## config.mk

```make
export PLATFORM = sky130hd
export DESIGN_NAME = aes_key_expansion_top
export DESIGN_NICKNAME = d
export VERILOG_FILES = /design/src/rtl/aes_ke_pkg.sv /design/src/rtl/aes_ke_word_unit.sv /design/src/rtl/aes_key_expansion_top.sv
export SDC_FILE = /design/constraint.sdc
export NUM_CORES = 1
export LEC_CHECK = 0
export BUFFER_PORTS_ARGS = -buffer_cell sky130_fd_sc_hd__buf_2
export CORE_MARGIN = 5
export CORE_UTILIZATION = 35
export CTS_CLUSTER_DIAMETER = 200
export DETAILED_ROUTE_END_ITERATION = 8
export PLACE_DENSITY_LB_ADDON = 0.2
export SYNTH_ARGS = -nofsm -noshare
export SYNTH_HDL_FRONTEND = slang
export SYNTH_HIERARCHICAL = 1
export SYNTH_SLANG_ARGS = --single-unit
```

## constraint.sdc

```tcl
create_clock -name aclk -period 9.15 [get_ports aclk]
set_clock_uncertainty 0.15 [all_clocks]
set_input_delay 0.4575 -clock aclk [delete_from_list [all_inputs] [get_ports aclk]]
set_output_delay 0.4575 -clock aclk [all_outputs]
set_load 0.02 [all_outputs]
```

## src/rtl/aes_ke_pkg.sv

```systemverilog
// aes_ke_pkg: constants, types and byte functions of the aes key expansion block
// no dependencies; imported by the word unit, the top level and the checker
package aes_ke_pkg;

    // key and schedule geometry
    localparam int KEY_WORDS    = 4;
    localparam int ROUNDS       = 10;
    localparam int BLOCK_WORDS  = 4;
    localparam int SCHED_TOTAL  = BLOCK_WORDS * (ROUNDS + 1);
    localparam int SUB_PHASE    = 4;
    localparam int WORD_W       = 32;
    localparam int WORD_INDEX_W = 6;
    localparam int PHASE_W      = (KEY_WORDS > 1) ? $clog2(KEY_WORDS) : 1;

    localparam logic [7:0] RCON_INIT = 8'h01;
    localparam logic [7:0] GF_POLY   = 8'h1b;

    typedef logic [WORD_W-1:0] word_t;

    // transform select for the temp word
    typedef struct packed {
        logic rot_sub;   // rotate, substitute, add round constant
        logic sub_only;  // substitute only
    } temp_ctl_t;

    localparam logic [7:0] SBOX [256] = '{
        8'h63,8'h7c,8'h77,8'h7b,8'hf2,8'h6b,8'h6f,8'hc5,8'h30,8'h01,8'h67,8'h2b,8'hfe,8'hd7,8'hab,8'h76,
        8'hca,8'h82,8'hc9,8'h7d,8'hfa,8'h59,8'h47,8'hf0,8'had,8'hd4,8'ha2,8'haf,8'h9c,8'ha4,8'h72,8'hc0,
        8'hb7,8'hfd,8'h93,8'h26,8'h36,8'h3f,8'hf7,8'hcc,8'h34,8'ha5,8'he5,8'hf1,8'h71,8'hd8,8'h31,8'h15,
        8'h04,8'hc7,8'h23,8'hc3,8'h18,8'h96,8'h05,8'h9a,8'h07,8'h12,8'h80,8'he2,8'heb,8'h27,8'hb2,8'h75,
        8'h09,8'h83,8'h2c,8'h1a,8'h1b,8'h6e,8'h5a,8'ha0,8'h52,8'h3b,8'hd6,8'hb3,8'h29,8'he3,8'h2f,8'h84,
        8'h53,8'hd1,8'h00,8'hed,8'h20,8'hfc,8'hb1,8'h5b,8'h6a,8'hcb,8'hbe,8'h39,8'h4a,8'h4c,8'h58,8'hcf,
        8'hd0,8'hef,8'haa,8'hfb,8'h43,8'h4d,8'h33,8'h85,8'h45,8'hf9,8'h02,8'h7f,8'h50,8'h3c,8'h9f,8'ha8,
        8'h51,8'ha3,8'h40,8'h8f,8'h92,8'h9d,8'h38,8'hf5,8'hbc,8'hb6,8'hda,8'h21,8'h10,8'hff,8'hf3,8'hd2,
        8'hcd,8'h0c,8'h13,8'hec,8'h5f,8'h97,8'h44,8'h17,8'hc4,8'ha7,8'h7e,8'h3d,8'h64,8'h5d,8'h19,8'h73,
        8'h60,8'h81,8'h4f,8'hdc,8'h22,8'h2a,8'h90,8'h88,8'h46,8'hee,8'hb8,8'h14,8'hde,8'h5e,8'h0b,8'hdb,
        8'he0,8'h32,8'h3a,8'h0a,8'h49,8'h06,8'h24,8'h5c,8'hc2,8'hd3,8'hac,8'h62,8'h91,8'h95,8'he4,8'h79,
        8'he7,8'hc8,8'h37,8'h6d,8'h8d,8'hd5,8'h4e,8'ha9,8'h6c,8'h56,8'hf4,8'hea,8'h65,8'h7a,8'hae,8'h08,
        8'hba,8'h78,8'h25,8'h2e,8'h1c,8'ha6,8'hb4,8'hc6,8'he8,8'hdd,8'h74,8'h1f,8'h4b,8'hbd,8'h8b,8'h8a,
        8'h70,8'h3e,8'hb5,8'h66,8'h48,8'h03,8'hf6,8'h0e,8'h61,8'h35,8'h57,8'hb9,8'h86,8'hc1,8'h1d,8'h9e,
        8'he1,8'hf8,8'h98,8'h11,8'h69,8'hd9,8'h8e,8'h94,8'h9b,8'h1e,8'h87,8'he9,8'hce,8'h55,8'h28,8'hdf,
        8'h8c,8'ha1,8'h89,8'h0d,8'hbf,8'he6,8'h42,8'h68,8'h41,8'h99,8'h2d,8'h0f,8'hb0,8'h54,8'hbb,8'h16
    };

    // bytewise s-box substitution of one word
    function automatic word_t sub_word(input word_t w);
        return {SBOX[w[31:24]], SBOX[w[23:16]], SBOX[w[15:8]], SBOX[w[7:0]]};
    endfunction

    // multiply by x in gf(2^8)
    function automatic logic [7:0] gf_double(input logic [7:0] b);
        return {b[6:0], 1'b0} ^ (b[7] ? GF_POLY : 8'h00);
    endfunction

endpackage

```

## src/rtl/aes_ke_word_unit.sv

```systemverilog
// aes_ke_word_unit: shared temp-word transform (rotate, s-box, round constant)
// depends on aes_ke_pkg
module aes_ke_word_unit (
    input  aes_ke_pkg::word_t     temp_in,
    input  aes_ke_pkg::temp_ctl_t ctl,
    input  logic [7:0]            rcon,
    input  aes_ke_pkg::word_t     old_word,
    output aes_ke_pkg::word_t     new_word,
    output logic [7:0]            rcon_next
);
    import aes_ke_pkg::*;

    word_t rot_word;
    word_t sub_in;
    word_t sub_out;
    word_t temp_out;

    // rotate left one byte on round boundaries
    assign rot_word = {temp_in[23:0], temp_in[31:24]};
    assign sub_in   = ctl.rot_sub ? rot_word : temp_in;
    assign sub_out  = sub_word(sub_in);

    // pick transform and fold in the round constant
    always_comb begin
        if (ctl.rot_sub) begin
            temp_out = sub_out ^ {rcon, 24'h000000};
        end else if (ctl.sub_only) begin
            temp_out = sub_out;
        end else begin
            temp_out = temp_in;
        end
    end

    assign new_word  = old_word ^ temp_out;
    assign rcon_next = gf_double(rcon);

endmodule

```

## src/rtl/aes_key_expansion_top.sv

```systemverilog
// aes_key_expansion_top: aes key schedule, key words in, schedule words out
// depends on aes_ke_pkg and aes_ke_word_unit
//
//  channel | direction | ports                                            | beat
//  s_      | in        | s_valid s_ready s_key_word                       | one key word
//  m_      | out       | m_valid m_ready m_round_key_word m_word_index    | one schedule word
//          |           | m_last_word                                      |
//
// each key word is echoed in the next cycle; the last key word also starts
// generation, one schedule word per cycle through the shared word unit while
// the output is not stalled; s_ready stays low while generation runs, and an
// m_ready stall freezes the sequencer. after reset the count is zero and the
// round constant is 0x01; a key word that arrives after a finished schedule
// starts a new key.
module aes_key_expansion_top (
    input  logic              aclk,
    input  logic              aresetn,
    input  logic              s_valid,
    output logic              s_ready,
    input  aes_ke_pkg::word_t s_key_word,
    output logic              m_valid,
    input  logic              m_ready,
    output aes_ke_pkg::word_t m_round_key_word,
    output logic [aes_ke_pkg::WORD_INDEX_W-1:0] m_word_index,
    output logic              m_last_word
);
    import aes_ke_pkg::*;

    localparam logic ST_LOAD = 1'b0;
    localparam logic ST_GEN  = 1'b1;

    localparam logic [WORD_INDEX_W-1:0] LAST_INDEX = WORD_INDEX_W'(SCHED_TOTAL - 1);
    localparam logic [WORD_INDEX_W-1:0] KEY_COUNT  = WORD_INDEX_W'(KEY_WORDS);
    localparam logic [PHASE_W-1:0]      LAST_PHASE = PHASE_W'(KEY_WORDS - 1);

    logic                    state_reg, state_next;
    logic [WORD_INDEX_W-1:0] count_reg, count_next;
    logic [PHASE_W-1:0]      phase_reg, phase_next;
    logic [7:0]              rcon_reg, rcon_next;
    logic                    m_valid_reg, m_valid_next;
    word_t                   m_word_reg, m_word_next;
    logic [WORD_INDEX_W-1:0] m_index_reg, m_index_next;
    logic                    m_last_reg, m_last_next;
    word_t                   win_reg [KEY_WORDS];

    logic                    out_free;
    logic                    s_fire;
    logic                    gen_fire;
    logic                    restart;
    logic [WORD_INDEX_W-1:0] base_count;
    logic [PHASE_W-1:0]      base_phase;
    logic                    push;
    word_t                   push_word;
    temp_ctl_t               ctl;
    word_t                   gen_word;
    logic [7:0]              rcon_dbl;

    assign out_free = !m_valid_reg || m_ready;
    assign s_ready  = (state_reg == ST_LOAD) && out_free;
    assign s_fire   = s_valid && s_ready;
    assign gen_fire = (state_reg == ST_GEN) && out_free;

    // a finished schedule restarts on the next key word
    assign restart    = (count_reg >= KEY_COUNT);
    assign base_count = restart ? '0 : count_reg;
    assign base_phase = restart ? '0 : phase_reg;

    // temp transform select from the word position
    assign ctl.rot_sub  = (phase_reg == '0);
    assign ctl.sub_only = (KEY_WORDS > 6) && (int'(phase_reg) == SUB_PHASE);

    aes_ke_word_unit u_word (
        .temp_in   (win_reg[0]),
        .ctl       (ctl),
        .rcon      (rcon_reg),
        .old_word  (win_reg[KEY_WORDS-1]),
        .new_word  (gen_word),
        .rcon_next (rcon_dbl)
    );

    assign push      = s_fire || gen_fire;
    assign push_word = s_fire ? s_key_word : gen_word;

    // sequencer and output register next state
    always_comb begin
        state_next   = state_reg;
        count_next   = count_reg;
        phase_next   = phase_reg;
        rcon_next    = rcon_reg;
        m_valid_next = m_valid_reg && !m_ready;
        m_word_next  = m_word_reg;
        m_index_next = m_index_reg;
        m_last_next  = m_last_reg;
        if (s_fire) begin
            m_valid_next = 1'b1;
            m_word_next  = s_key_word;
            m_index_next = base_count;
            m_last_next  = (base_count == LAST_INDEX);
            count_next   = base_count + 1'b1;
            phase_next   = (base_phase == LAST_PHASE) ? '0 : base_phase + 1'b1;
            if (restart) begin
                rcon_next = RCON_INIT;
            end
            if (base_count == KEY_COUNT - 1'b1) begin
                state_next = ST_GEN;
            end
        end else if (gen_fire) begin
            m_valid_next = 1'b1;
            m_word_next  = gen_word;
            m_index_next = count_reg;
            m_last_next  = (count_reg == LAST_INDEX);
            count_next   = count_reg + 1'b1;
            phase_next   = (phase_reg == LAST_PHASE) ? '0 : phase_reg + 1'b1;
            if (ctl.rot_sub) begin
                rcon_next = rcon_dbl;
            end
            if (count_reg == LAST_INDEX) begin
                state_next = ST_LOAD;
            end
        end
    end

    // control registers
    always_ff @(posedge aclk) begin
        if (!aresetn) begin
            state_reg   <= ST_LOAD;
            count_reg   <= '0;
            phase_reg   <= '0;
            rcon_reg    <= RCON_INIT;
            m_valid_reg <= 1'b0;
        end else begin
            state_reg   <= state_next;
            count_reg   <= count_next;
            phase_reg   <= phase_next;
            rcon_reg    <= rcon_next;
            m_valid_reg <= m_valid_next;
        end
    end

    // output payload
    always_ff @(posedge aclk) begin
        m_word_reg  <= m_word_next;
        m_index_reg <= m_index_next;
        m_last_reg  <= m_last_next;
    end

    // word window: newest in slot 0, word i-nk in the last slot
    always_ff @(posedge aclk) begin
        if (push) begin
            win_reg[0] <= push_word;
            for (int k = 1; k < KEY_WORDS; k++) begin
                win_reg[k] <= win_reg[k-1];
            end
        end
    end

    assign m_valid          = m_valid_reg;
    assign m_round_key_word = m_word_reg;
    assign m_word_index     = m_index_reg;
    assign m_last_word      = m_last_reg;

endmodule

```

==> metrics <==
latest clock arrival within the worst-skew pair 0.46 ns; die span in y 249 microns; hold-fix buffer count after cts 0; xor and xnor area share after synthesis 0.0251; CP dominant cell by count buf_4; number of nets still failing antenna checks after routing 0; Std-Cell Rows 87; maximum fanout along the worst path 83; number of instances in the synthesized netlist 2635; clock-pin transition on the worst setup and hold timing paths 0.08 ns; worst supply voltage drop on vdd 252 uV; final critical-path setup slack 2.95 ns; Critical R2R Launch phase_reg[0]$_SDFFE_PN0P_; kind of capture point of the worst setup path register; busiest grt layer met2; synth top area cells edfxtp_1 (20%), a21oi_1 (5.5%), nand2_1 (5.2%), o21ai_0 (5.0%), nor2_1 (4.2%); Period Utilization, post-route 0.678; main flop type after synthesis edfxtp_1; max_slew headroom 0.271; cell accounting for the most synthesized area edfxtp_1; effective utilization at floorplan 0.353; final-layout worst hold slack 0.151 ns; number of setup violations in the final report 0; result of the run complete, no violations; startpoint of the lowest-slack hold path s_key_word[29]; M3 GR Usage 0.0567; pin slew with the least headroom to its limit 1.07 ns; slowest stage delay, CP 0.68 ns; yosys synthesis warning count 6; vias in the first global route 21710; highest attainable clock frequency 0.161 GHz; met2 track demand over resource in global routing 0.421; Die ar. 61800 sq um; total number of nets in the final design 2583; number of clock sinks 153; data arrival at the endpoint of the critical path 6.26 ns; Max Transition Viols Final 0; Req. time, crit path 9.21 ns; global-route usage over all layers 0.281; Detailed Routing Iterations Pass 1 6; Ant. Diodes 0; mux share of post-synthesis cell area 0.0760; Mean Syn Cell Area 7.56 sq um; number of buffer cells added on primary ports 76; main combinational cell family by area after synthesis compound AO/OA/AOI/OAI gates; met1 layer usage reported by global route 0.389; global-route wire length before repair 140 mm; maximum count of clock buffers along a single path 2; drt first-iter violations 4074; cells traversed along the worst timing path inv_1, ha_4, buf_4, mux2i_4, buf_4, inv_2, buf_4, nor2_1, nand2_1, and3_1, a311oi_1, a311oi_1, a311o_1, a31oi_1, xor2_1, mux2_2; total negative setup slack 0 ns; worst slack after detailed placement 3.13 ns; clock root buffer clkbuf_16; synthesis-to-finish area growth 5.18%; fill count 6090; area of the multi-input gates 14000 sq um; Cells on Worst Hold Path 2; Wirelength per Cell 28.6 microns; wire length after detailed routing 93.2 mm; post-synthesis register bit count 153; via density per instance 7.21; share of post-route cells with drive strength above 1 0.116; area fraction in and, or, nand and nor cells after synthesis 0.199; area occupied by registers 4410 sq um; post-layout utilization of the core 0.372; initial antenna violation count 4; flip-flop count of the largest register after layout 96; maximum capacitance violations 0; sequential share of the synthesized area 0.222; Final Hold Vio Count 0; class of the most critical setup path reg2reg; CP max-delay cell buf_4; kind of path behind the tightest hold check in2reg; distinct cell type count after synthesis 94; fraction of synthesis flops using an asynchronous set or reset pin 0; overall via count from detail_route 23477; largest net degree at the start of global routing 84; # resized after CTS 0; post-route minimum period 6.20 ns; setup repair bufs after CTS 0; Post-Synth Adder-Cell Area 0.0371; number of H-tree branching levels 4; power per standard cell area 359 nW/um^2; # DRC 0; TritonCTS clock tree built; leakage power 0.00693 uW; Worst Setup Start Kind register; Reg2Reg Setup Slack 2.95 ns; unrepaired setup endpoints after global routing false; number of cells on the worst reg-to-reg path 16; area of the mapped netlist 19900 sq um; power consumption 7520 uW; I/O Pins 77; Num CTS Buffers 17; number of enable-type register cells in the synthesized netlist 135; Congestion Overflow GR 0; Std-Cell Core Area 56400 sq um; Final HPWL DP 60.4 mm; critical register-to-register path endpoint m_round_key_word[9]$_DFFE_PP_; end of the worst hold path m_round_key_word[29]$_DFFE_PP_; final estimated routing congestion in global placement 1.04; fraction of synthesized cell area taken by the top area cell type 0.204; Synth Area in Compound Gates 0.358; overall die width 249 microns
[critical path: cells and delay by family (launching register included)]
| kind | cells | cell delay (ns) |
|---|---|---|
| AOI/OAI and AO/OA | 4 | 0.86 |
| xor gates and xnor gates | 1 | 0.09 |
| adders and majority gates | 1 | 0.64 |
| buffers and inverters | 5 | 2.41 |
| DFF | 1 | 0.36 |
| muxes | 2 | 0.58 |
| and+or+nand+nor | 3 | 0.78 |
[how the worst max path moves through the flow]
stage                     slack, ns                      start                             to  cells after the start
after floorplan                1.82         m_valid$_SDFF_PN0_      count_reg[0]$_SDFFE_PN0P_                      5
after global placement         3.19  phase_reg[0]$_SDFFE_PN0P_  m_round_key_word[7]$_DFFE_PP_                     16
after detailed placement       3.13  phase_reg[0]$_SDFFE_PN0P_  m_round_key_word[9]$_DFFE_PP_                     16
after CTS                      3.11  phase_reg[0]$_SDFFE_PN0P_  m_round_key_word[9]$_DFFE_PP_                     16
after global routing           2.69  phase_reg[0]$_SDFFE_PN0P_  m_round_key_word[9]$_DFFE_PP_                     16
final                          2.95  phase_reg[0]$_SDFFE_PN0P_  m_round_key_word[9]$_DFFE_PP_                     16
[synth_stat cells, types with 20 or more instances]
| cell | n |
|---|---|
| o31ai_1 | 21 |
| nand2b_1 | 20 |
| nor2_1 | 221 |
| xor2_1 | 30 |
| edfxtp_1 | 135 |
| nor3_1 | 115 |
| o221ai_1 | 36 |
| mux2_2 | 51 |
| o311ai_0 | 54 |
| nand2_1 | 277 |
| a221oi_1 | 28 |
| xnor2_1 | 27 |
| ha_1 | 59 |
| a211oi_1 | 64 |
| o22ai_1 | 22 |
| a311oi_1 | 67 |
| nand3_1 | 102 |
| buf_2 | 124 |
| a21oi_1 | 219 |
| clkbuf_1 | 128 |
| mux2i_1 | 45 |
| o211ai_1 | 84 |
| o21ai_0 | 199 |
| inv_1 | 26 |
| a31oi_1 | 61 |
[logic make-up (layout without fill, tap and decap cells)]
family          Yosys count  after routing
fa+ha+maj                59             59
other cells               1              3
xor+xnor                 57             57
flops                   153            153
mux                     121            121
simple gates            862            862
compound gates         1037           1037
buf+inv                 345            209
[power breakdown]
group	switching, uW	leakage (uW)	internal [uW]
registers	151	0.00146	900
clock network	359	0.000302	396
logic	3990	0.00517	1720
[stage by stage]
stage	area (sq um)	std cells
2_1_floorplan	19900	2637
3_3_place_gp	20300	3225
3_5_place_dp	20300	3225
4_1_cts	20900	3257
5_1_grt	20900	3257
6_report	20900	3257
[layout make-up]
cell class | count | area share
Multi-Input combinational cell | 2139 | 0.667
Timing Repair Buffer | 138 | 0.0404
Clock buffer | 17 | 0.0203
Sequential cell | 153 | 0.211
Inverter | 39 | 0.00699
Clock inverter | 15 | 0.00932
Tap cell | 756 | 0.0452
[per-layer routing]
| layer | vias to the layer above | share of wire |
|---|---|---|
| met3 | 405 | 0.11 |
| met4 | 6 | 0.058 |
| met2 | 1948 | 0.43 |
| met5 | - | 0.00040 |
| li1 | 9980 | - |
| met1 | 11138 | 0.40 |
[cells in the final DEF (no fill, tap or decap), types with 13 or more instances in the layout]
master	instances
o311ai_0	54
a211oi_1	64
nand2_1	276
xnor2_1	27
inv_1	26
buf_2	76
nor4_1	14
a21oi_1	219
a311o_1	14
or3_1	19
a211o_1	13
o211ai_1	84
o2111ai_1	17
buf_4	62
mux2i_4	17
a2111oi_0	14
o21ai_0	199
nand4_1	19
a31oi_1	61
clkbuf_16	17
a311oi_1	67
o221ai_1	36
a221oi_1	28
nor3_1	115
and2_1	19
mux2_2	51
ha_1	58
nand3_1	102
o22ai_1	22
o31ai_1	21
xor2_1	30
nor2_1	220
edfxtp_1	135
nand2b_1	19
mux2i_1	31
dfxtp_1	18
(Power assumes the default switching activity.)
